<file path="src/hw/rtl/crw_pkg.sv">
// ----------------------------------------------------------------------------
// crw_pkg
// Shared types, codes and sizes for the graph random walker.
// ----------------------------------------------------------------------------
`default_nettype none

package crw_pkg;

  // default sizes of the graph stores
  localparam int unsigned MAX_NODES  = 65536;
  localparam int unsigned MAX_EDGES  = 262144;
  localparam int unsigned MAX_DEGREE = 1024;

  // field widths
  localparam int unsigned KIND_W   = 2;
  localparam int unsigned ADDR_W   = 18;
  localparam int unsigned VALUE_W  = 19;
  localparam int unsigned RAND_W   = 31;
  localparam int unsigned NODE_W   = 16;
  localparam int unsigned WALK_W   = 10;
  localparam int unsigned POS_W    = 8;
  localparam int unsigned STATUS_W = 2;
  localparam int unsigned DEG_W    = 19;
  localparam int unsigned PERM_W   = 10;

  // configuration port
  localparam int unsigned CFG_IDX_W  = 2;
  localparam int unsigned CFG_DATA_W = 10;

  typedef enum logic [CFG_IDX_W-1:0] {
    CFG_NO_REPLACE = 2'd0,
    CFG_WALKS      = 2'd1,
    CFG_STEPS      = 2'd2
  } cfg_index_t;

  localparam logic [WALK_W-1:0] WALKS_RESET = 10'd100;
  localparam logic [POS_W-1:0]  STEPS_RESET = 8'd3;

  typedef enum logic [KIND_W-1:0] {
    KIND_LOAD_ROW  = 2'd0,
    KIND_LOAD_NBR  = 2'd1,
    KIND_SEED      = 2'd2,
    KIND_DRAW      = 2'd3
  } kind_t;

  typedef enum logic [STATUS_W-1:0] {
    ST_NODE     = 2'd0,
    ST_SWAP     = 2'd1,
    ST_NO_SEED  = 2'd2,
    ST_TOO_WIDE = 2'd3
  } status_t;

  typedef struct packed {
    logic [KIND_W-1:0]  kind;
    logic [ADDR_W-1:0]  address;
    logic [VALUE_W-1:0] value;
    logic [RAND_W-1:0]  rand_word;
  } item_t;

  typedef struct packed {
    logic [STATUS_W-1:0] status;
    logic [NODE_W-1:0]   node;
    logic [WALK_W-1:0]   walk_number;
    logic [POS_W-1:0]    position;
    logic                seed_finished;
    logic                last;
  } result_t;

  typedef enum logic [4:0] {
    S_IDLE,
    S_RS_LO,
    S_RS_HI,
    S_RS_DEG,
    S_CLEAR,
    S_DRAW,
    S_SW_DIV,
    S_SW_RD_A,
    S_SW_RD_B,
    S_SW_WR_K,
    S_SW_WR_S,
    S_EMIT_ONE,
    S_EMIT_SEED,
    S_IDX_SEL,
    S_IDX_DIV,
    S_PERM_WAIT,
    S_NB_RD,
    S_NB_WAIT,
    S_FINAL
  } state_t;

endpackage

`default_nettype wire

</file>
<file path="src/hw/rtl/crw_divider.sv">
// ----------------------------------------------------------------------------
// crw_divider
// Restoring remainder unit, one dividend bit per cycle.
// ----------------------------------------------------------------------------
`default_nettype none

module crw_divider (
  input  wire logic                       clk,
  input  wire logic                       rst,
  input  wire logic                       start,
  input  wire logic [crw_pkg::RAND_W-1:0] dividend,
  input  wire logic [crw_pkg::DEG_W-1:0]  divisor,
  output logic                            done,
  output logic      [crw_pkg::DEG_W-1:0]  remainder
);

  localparam int unsigned CW = $clog2(crw_pkg::RAND_W + 1);

  logic [crw_pkg::DEG_W:0]    rem;
  logic [crw_pkg::RAND_W-1:0] shift;
  logic [crw_pkg::DEG_W-1:0]  dsr;
  logic [CW-1:0]              cnt;
  logic [crw_pkg::DEG_W:0]    trial;

  // shift in the next dividend bit
  assign trial = {rem[crw_pkg::DEG_W-1:0], shift[crw_pkg::RAND_W-1]};

  // iteration control
  always_ff @(posedge clk) begin
    if (rst) begin
      cnt  <= '0;
      done <= 1'b0;
    end else begin
      done <= 1'b0;
      if (start) begin
        cnt <= CW'(crw_pkg::RAND_W);
      end else if (cnt != '0) begin
        cnt <= cnt - 1'b1;
        if (cnt == CW'(1)) begin
          done <= 1'b1;
        end
      end
    end
  end

  // remainder datapath
  always_ff @(posedge clk) begin
    if (start) begin
      rem   <= '0;
      shift <= dividend;
      dsr   <= divisor;
    end else if (cnt != '0) begin
      shift <= {shift[crw_pkg::RAND_W-2:0], 1'b0};
      if (trial >= {1'b0, dsr}) begin
        rem <= trial - {1'b0, dsr};
      end else begin
        rem <= trial;
      end
    end
  end

  assign remainder = rem[crw_pkg::DEG_W-1:0];

endmodule

`default_nettype wire
</file>
<file path="config.mk">
export PLATFORM = sky130hd
export DESIGN_NAME = crw_divider
export DESIGN_NICKNAME = d
export VERILOG_FILES = /design/src/hw/rtl/crw_pkg.sv /design/src/hw/rtl/crw_divider.sv
export SDC_FILE = /design/constraint.sdc
export NUM_CORES = 1
export LEC_CHECK = 0
export BUFFER_PORTS_ARGS = -buffer_cell sky130_fd_sc_hd__buf_2
export CAP_MARGIN = 20
export CORE_MARGIN = 2
export CORE_UTILIZATION = 49
export CTS_BUF_LIST = sky130_fd_sc_hd__clkbuf_8
export DETAILED_ROUTE_END_ITERATION = 6
export PLACE_DENSITY = 0.73
export SYNTH_ARGS = -nofsm -noshare
export SYNTH_HDL_FRONTEND = slang
export SYNTH_SLANG_ARGS = --single-unit
</file>
<file path="constraint.sdc">
create_clock -name clk -period 4.7 [get_ports clk]
set_input_delay 0.94 -clock clk [delete_from_list [all_inputs] [get_ports clk]]
set_output_delay 0.94 -clock clk [all_outputs]
set_load 0.02 [all_outputs]
</file>
==> results.yml, run 1 <==
die:
  die_height_um: 96.3
  core_region_area_sq_um: 8260
  floorplan.die_area_sq_um: 9280
  num_io_pins: 73
  initial_core_util: 0.506
  row_count: 33
  fp.dieW_um: 96.3
worst_hold_path:
  worstHoldPathCells: 2
  worstHoldPathType: "reg -> reg"
  min_delay_worst_endpoint: "rem[13]$_SDFFE_PP0P_"
  hold_path.startpoint: "rem[13]$_SDFFE_PP0P_"
clock_tree:
  postCtsSetupRepairBufs: 0
  inserted_clock_buffers: 9
  htreeDepth: 3
  latest_clock_arrival_within_the_worst_skew_pair_ns: 0.36
  cts.reportedPaths.clkPinSlew_ns: 0.09
  cts_tree: "yes"
  ctsResizeCount: 0
  hold_buffers: 0
  clock_tree.root_cell: "clkbuf_8"
  numClockSinks: 75
  longest_clk_path_bufs: 2
synthesis:
  syn-num-nets: 469
  total_number_of_yosys_warnings: 0
  synth_top_flop_cell: "edfxtp_1"
  synth_async_sr_flop_share: 0
  synth.top_cell.area_share: 0.359
  synth-edff-count: 50
  synth.top_cells.by_area: "edfxtp_1 (36%), dfxtp_1 (12%), mux2_2 (8.4%)"
  postSynthRegisterBits: 75
  synth_area_per_cell_sq_um: 10.6
  ranking_of_synthesized_cells_by_instance_count: "edfxtp_1 (50), nor2_1 (38), mux2_2 (31)"
  yosysSeqAreaShare: 0.479
  post-synth-top-area-cell: "edfxtp_1"
  synthMostInstantiatedCell: "edfxtp_1"
  number_of_different_library_cells_in_the_post_synthesis_netlist: 62
  synth_cells: 393
  mappedNetlistArea_sq_um: 4180
routing:
  met2_wirelength_um: 4370
  initialDrtViolationCount: 191
  met3_length_um: 424
  dr_total_vias: 3221
  number_of_iterations_in_the_first_detailed_routing_pass: 4
  detail_route.vias_per_cell: 5.64
  routed.top_layer: "met4"
  met1_length_um: 4150
  post_route_antenna_net_violation_count: 0
  wl_per_cell_um: 16.1
  drc: 0
  wl_um: 9210
final_layout:
  n_antenna_cell: 0
  post_route_cells_drive_above_1_share: 0.288
  num-nets-final: 537
  seq_area_sq_um: 2000
  synthToLayoutAreaGrowth_pct: 15.4
  multi_input_comb_area_sq_um: 1970
  final_design_area_no_fill_sq_um: 4820
  finish.cell_count_without_fillers: 571
  fillerInstances: 723
placed_design:
  dp.cells: 554
  dp.final_hpwl_um: 6360
  gp_congestion: 0.884
  placement.cell_area_sq_um: 4590
  io_buffer_count: 72
run_status:
  outcome: "completed"
grt:
  global_route.usage.total: 0.209
  number_of_antenna_violations_at_the_first_check_in_global_routing: 0
  grt_first_pass_wirelength_um: 14600
  first_global_vias: 3059
  grt_max_degree: 51
  globalRoute.totalOverflow: 0
critical_path:
  cp-start-kind: "flip-flop"
  end_kind: "flip-flop"
  r2r_end: "rem[8]$_SDFFE_PP0P_"
  r2r.worst_path.cells: 10
  worst_ep_arrival_time_ns: 3.32
  worstPathMaxFanout: 17
  cp.required_ns: 4.97
  r2r_start: "shift[30]$_DFFE_PP_"
  cpPeakStageDelay_ns: 0.55
  worst-setup-path-type: "reg -> reg"
  crit_path_top_delay_cell: "or2_1"
  setup.reg_to_reg.worst_slack_ns: 1.65
  worstPathCellList: "inv_1, ha_1, fa_1, nand2b_1, a21oi_1, o211ai_1, a31oi_4, or2_1, nand2_1, a311oi_1"
timing:
  timing.final.setup_violations: 0
  rsz_0062_raised_after_global_routing: "no"
  timing.slew.headroom: 0.478
  setup_total_negative_slack_ns: 0
  final.setup_skew_ns: 0.0134
  finalWorstPathRequiredPeriod_ns: 3.05
  max_slew.worst_pin.slew_ns: 0.781
  min_period_over_period: 0.650
  report.final.hold_viol_count: 0
  final_max_slew_viol_count: 0
  max_freq_ghz: 0.328
power:
  power_density_nw_per_um2: 544
  ir_drop_v: 0.000256
  p_leak_nw: 2.05
flow_run:
  maxCapViolCount: 0
-- how the worst max path moves through the flow --
stage | startpoint | to | slack (ns) | depth (start not counted)
2_1_floorplan | rem[0]$_SDFFE_PP0P_ | rem[15]$_SDFFE_PP0P_ | 2.13 | 11
3_3_place_gp | shift[30]$_DFFE_PP_ | rem[15]$_SDFFE_PP0P_ | 1.79 | 10
3_5_place_dp | shift[30]$_DFFE_PP_ | rem[15]$_SDFFE_PP0P_ | 1.67 | 10
4_1_cts | shift[30]$_DFFE_PP_ | rem[8]$_SDFFE_PP0P_ | 1.63 | 10
5_1_grt | shift[30]$_DFFE_PP_ | rem[8]$_SDFFE_PP0P_ | 1.42 | 10
6_report | shift[30]$_DFFE_PP_ | rem[8]$_SDFFE_PP0P_ | 1.65 | 10
-- cell families after synthesis --
kind of cell	synth area share
compound gates	0.141
xor+xnor	0.0315
fa+ha+maj	0.0707
buf+inv	0.0500
flops	0.479
mux	0.0836
simple gates	0.144
-- critical path: cells and delay by family (launching register included) --
family                   cells  cell delay, ns
AND/OR/NAND/NOR              3            0.86
flip-flops                   1            0.37
AO/OA/AOI/OAI                4            1.05
adder cells (fa/ha/maj)      2            0.62
buffers and inverters        1            0.05
-- state kept, by name (all words and copies together) (netlist names) --
| name | cells |
|---|---|
| dsr | 19 |
| cnt | 5 |
| done | 1 |
| shift | 31 |
| rem | 19 |
-- cell type report --
type	count	share of cell area
well taps	105	0.0273
clock inverters	7	0.0156
flip-flops and latches	75	0.415
repair buffers	76	0.0852
clock buffers	9	0.0257
multi-input cells	272	0.410
inverters	27	0.0210
-- per-stage QoR --
step | hold slack [ns] | util | power [W] | worst slack [ns]
6_report | 0.524 | 0.583 | 0.00262 | 1.65
3_3_place_gp | 0.495 | 0.556 | 0.00207 | 1.79
5_1_grt | 0.542 | 0.583 | 0.00280 | 1.42
3_5_place_dp | 0.496 | 0.556 | 0.00210 | 1.67
2_1_floorplan | 0.475 | - | 0.00185 | 2.13
4_1_cts | 0.512 | 0.580 | 0.00262 | 1.63
-- layout by cell type, fill, tap and decap left out, types with 3 or more instances in the layout --
master	netlist	layout
buf_2	6	72
edfxtp_1	50	50
nor2_1	38	38
mux2_2	31	31
a21oi_1	30	30
inv_1	26	26
nand2_1	25	25
dfxtp_1	25	25
nor3_1	23	23
ha_1	22	22
o21ai_0	14	14
xnor2_1	11	11
clkbuf_8	0	9
a211oi_1	7	7
nor4_1	6	6
o21a_1	4	4
xor2_1	4	4
and3_1	4	4
nand3b_1	3	3
nand3_1	3	3
inv_6	0	3
buf_4	1	3
-- power breakdown --
part	total [W]	switching, W	internal [W]
combinational	0.00118	0.000712	0.000465
sequential	0.000933	0.0000975	0.000835
clock	0.000511	0.000262	0.000249
total	0.00262	0.00107	0.00155
-- layer usage --
| layer | global-route usage | vias up |
|---|---|---|
| li1 | - | 1581 |
| met1 | 0.278 | 1521 |
| met2 | 0.327 | 95 |
| met3 | 0.0446 | 24 |
| met4 | 0.0939 | 0 |
| met5 | 0 | - |
Note: power is estimated with default switching activity, not from simulation.
==> run 2, diff against run 1 <==
--- a/config.mk
+++ b/config.mk
@@ -11,7 +11,7 @@
 export CORE_UTILIZATION = 49
 export CTS_BUF_LIST = sky130_fd_sc_hd__clkbuf_8
 export DETAILED_ROUTE_END_ITERATION = 6
-export PLACE_DENSITY = 0.73
+export PLACE_DENSITY = 0.76
 export SYNTH_ARGS = -nofsm -noshare
 export SYNTH_HDL_FRONTEND = slang
 export SYNTH_SLANG_ARGS = --single-unit
==> constraint.sdc (replaced) <==
create_clock -name clk -period 2.77 [get_ports clk]
set_input_delay 0.554 -clock clk [delete_from_list [all_inputs] [get_ports clk]]
set_output_delay 0.554 -clock clk [all_outputs]
set_load 0.02 [all_outputs]
==> run 2 against run 1 <==
  * Final cell count is 2.5% higher
  * Routed wire length grew 2.1%
  * First-iteration DRC count unchanged
  * Worst hold slack got worse by 0.15 ns
  * Maximum frequency up 18%
  * Power is 75% higher
  * Critical path type unchanged
  * Highest routed layer unchanged
  * Largest power group unchanged
  * Combinational power up 87%
  * Die area stayed put
==> results.yml, run 2 (synthesis results as in run 1) <==
clock_tree:
  htreeDepth: 3
  latest_clock_arrival_within_the_worst_skew_pair_ns: 0.35
  cts.reportedPaths.clkPinSlew_ns: 0.09
  longest_clk_path_bufs: 2
  numClockSinks: 75
  inserted_clock_buffers: 9
  cts_tree: "yes"
  clock_tree.root_cell: "clkbuf_8"
  postCtsSetupRepairBufs: 0
routing:
  dr_total_vias: 3296
  post_route_antenna_net_violation_count: 0
  wl_um: 9400
  initialDrtViolationCount: 191
  drc: 0
  detail_route.vias_per_cell: 5.63
  number_of_iterations_in_the_first_detailed_routing_pass: 7
  wl_per_cell_um: 16.1
grt:
  grt_max_degree: 40
  globalRoute.totalOverflow: 0
  global_route.usage.total: 0.210
  grt_first_pass_wirelength_um: 15000
  first_global_vias: 3156
  number_of_antenna_violations_at_the_first_check_in_global_routing: 0
critical_path:
  worstPathCellList: "inv_1, ha_1, fa_1, nand2b_1, a21oi_1, o211ai_1, a31oi_4, or2_4, buf_12, nand2_1, a311oi_2"
  cp.required_ns: 3.02
  worst-setup-path-type: "reg -> reg"
  cpPeakStageDelay_ns: 0.41
  worstPathMaxFanout: 13
  crit_path_top_delay_cell: "fa_1"
  cp-start-kind: "flip-flop"
  end_kind: "flip-flop"
  worst_ep_arrival_time_ns: 2.84
final_layout:
  finish.cell_count_without_fillers: 585
  leading_cell_types_in_the_layout_fill_and_taps_excluded: "buf_2 (72), edfxtp_1 (50), nor2_1 (38), mux2_2 (31), a21oi_1 (30)"
  num-nets-final: 551
  largest_register: "shift"
  largest_reg_flops: 31
  layout.cells.most_common: "buf_2"
  synthToLayoutAreaGrowth_pct: 17.6
  post_route_cells_drive_above_1_share: 0.315
  layout_top_registers: "shift: 31 flops, dsr: 19 flops, rem: 19 flops"
  n_antenna_cell: 0
  final_design_area_no_fill_sq_um: 4910
power:
  p_leak_nw: 2.11
  power_density_nw_per_um2: 935
  ir_drop_v: 0.000624
timing:
  min_period_over_period: 0.937
  timing.slew.headroom: 0.662
  final_max_slew_viol_count: 0
  rsz_0062_raised_after_global_routing: "no"
  finalWorstPathRequiredPeriod_ns: 2.60
  final.setup_skew_ns: 0.0119
  setup_total_negative_slack_ns: 0
  report.final.hold_viol_count: 0
  timing.final.setup_violations: 0
  max_slew.worst_pin.slew_ns: 0.508
  max_freq_ghz: 0.385
die:
  core_region_area_sq_um: 8260
  num_io_pins: 73
  initial_core_util: 0.506
  floorplan.die_area_sq_um: 9280
  die_height_um: 96.3
  row_count: 33
  fp.dieW_um: 96.3
worst_hold_path:
  worstHoldPathType: "in -> reg"
flow_run:
  maxCapViolCount: 0
placed_design:
  dp.cells: 569
  io_buffer_count: 72
  dp.final_hpwl_um: 6680
  placement.cell_area_sq_um: 4720
  gp_congestion: 0.863
run_status:
  outcome: "completed"
==> run 2: area by class of cell <==
cell class / count / area, sq um
clock buffers: 9 / 124
fillers: 720 / 3350
well taps: 105 / 131
flip-flops and latches: 75 / 2000
repair buffers: 90 / 508
multi-input cells: 272 / 1990
clock inverters: 7 / 56.3
inverters: 27 / 101
==> run 2: repair_timing <==
item                                   in CTS  in global routing
gates resized for setup                     0                  4
endpoints found under the hold margin       0                  0
hold buffers                                0                  0
setup endpoints to repair                   0                 16
==> run 2: worst paths after layout <==
path | from | to | slack [ns] | cells past startpoint
worst max-delay path | shift[30]$_DFFE_PP_ | rem[8]$_SDFFE_PP0P_ | 0.17 | 11
worst min register to register | rem[13]$_SDFFE_PP0P_ | rem[13]$_SDFFE_PP0P_ | 0.52 | 2
worst min-delay path | divisor[1] | dsr[1]$_DFFE_PP_ | 0.38 | 1
worst max register to register | shift[30]$_DFFE_PP_ | rem[8]$_SDFFE_PP0P_ | 0.17 | 11
==> run 2: per-stage QoR <==
step / total power, W / worst slack [ns] / util / hold slack (ns)
after floorplan: 0.00313 / 0.201 / - / 0.475
after global placement: 0.00369 / 0.187 / 0.571 / 0.497
after detailed placement: 0.00374 / 0.0473 / 0.571 / 0.507
after CTS: 0.00455 / 0.0277 / 0.593 / 0.365
after global routing: 0.00489 / 0.0122 / 0.595 / 0.349
final: 0.00459 / 0.173 / 0.595 / 0.375
==> run 2: layer usage <==
| layer | up-vias | routed length (um) | share of wire | GRT usage |
|---|---|---|---|---|
| li1 | 1607 | - | - | - |
| met1 | 1537 | 4070 | 0.43 | 0.282 |
| met2 | 139 | 4520 | 0.48 | 0.338 |
| met3 | 13 | 693 | 0.074 | 0.0548 |
| met4 | 0 | 119 | 0.013 | 0.0587 |
| met5 | - | 0 | 0 | 0 |
==> run 2: where the power goes <==
group	switching, W	total (W)	internal (W)	leakage, nW
combinational	0.00127	0.00221	0.000931	1.30
clock	0.000467	0.000807	0.000340	0.0914
sequential	0.000161	0.00158	0.00142	0.720
total	0.00190	0.00459	0.00269	2.11
==> run 2: critical path: cells and delay by family, from the launching register on <==
kind,cells,cell delay [ns]
compound gates,4,0.91
fa+ha+maj,2,0.63
buf+inv,2,0.18
flops,1,0.36
simple gates,3,0.42
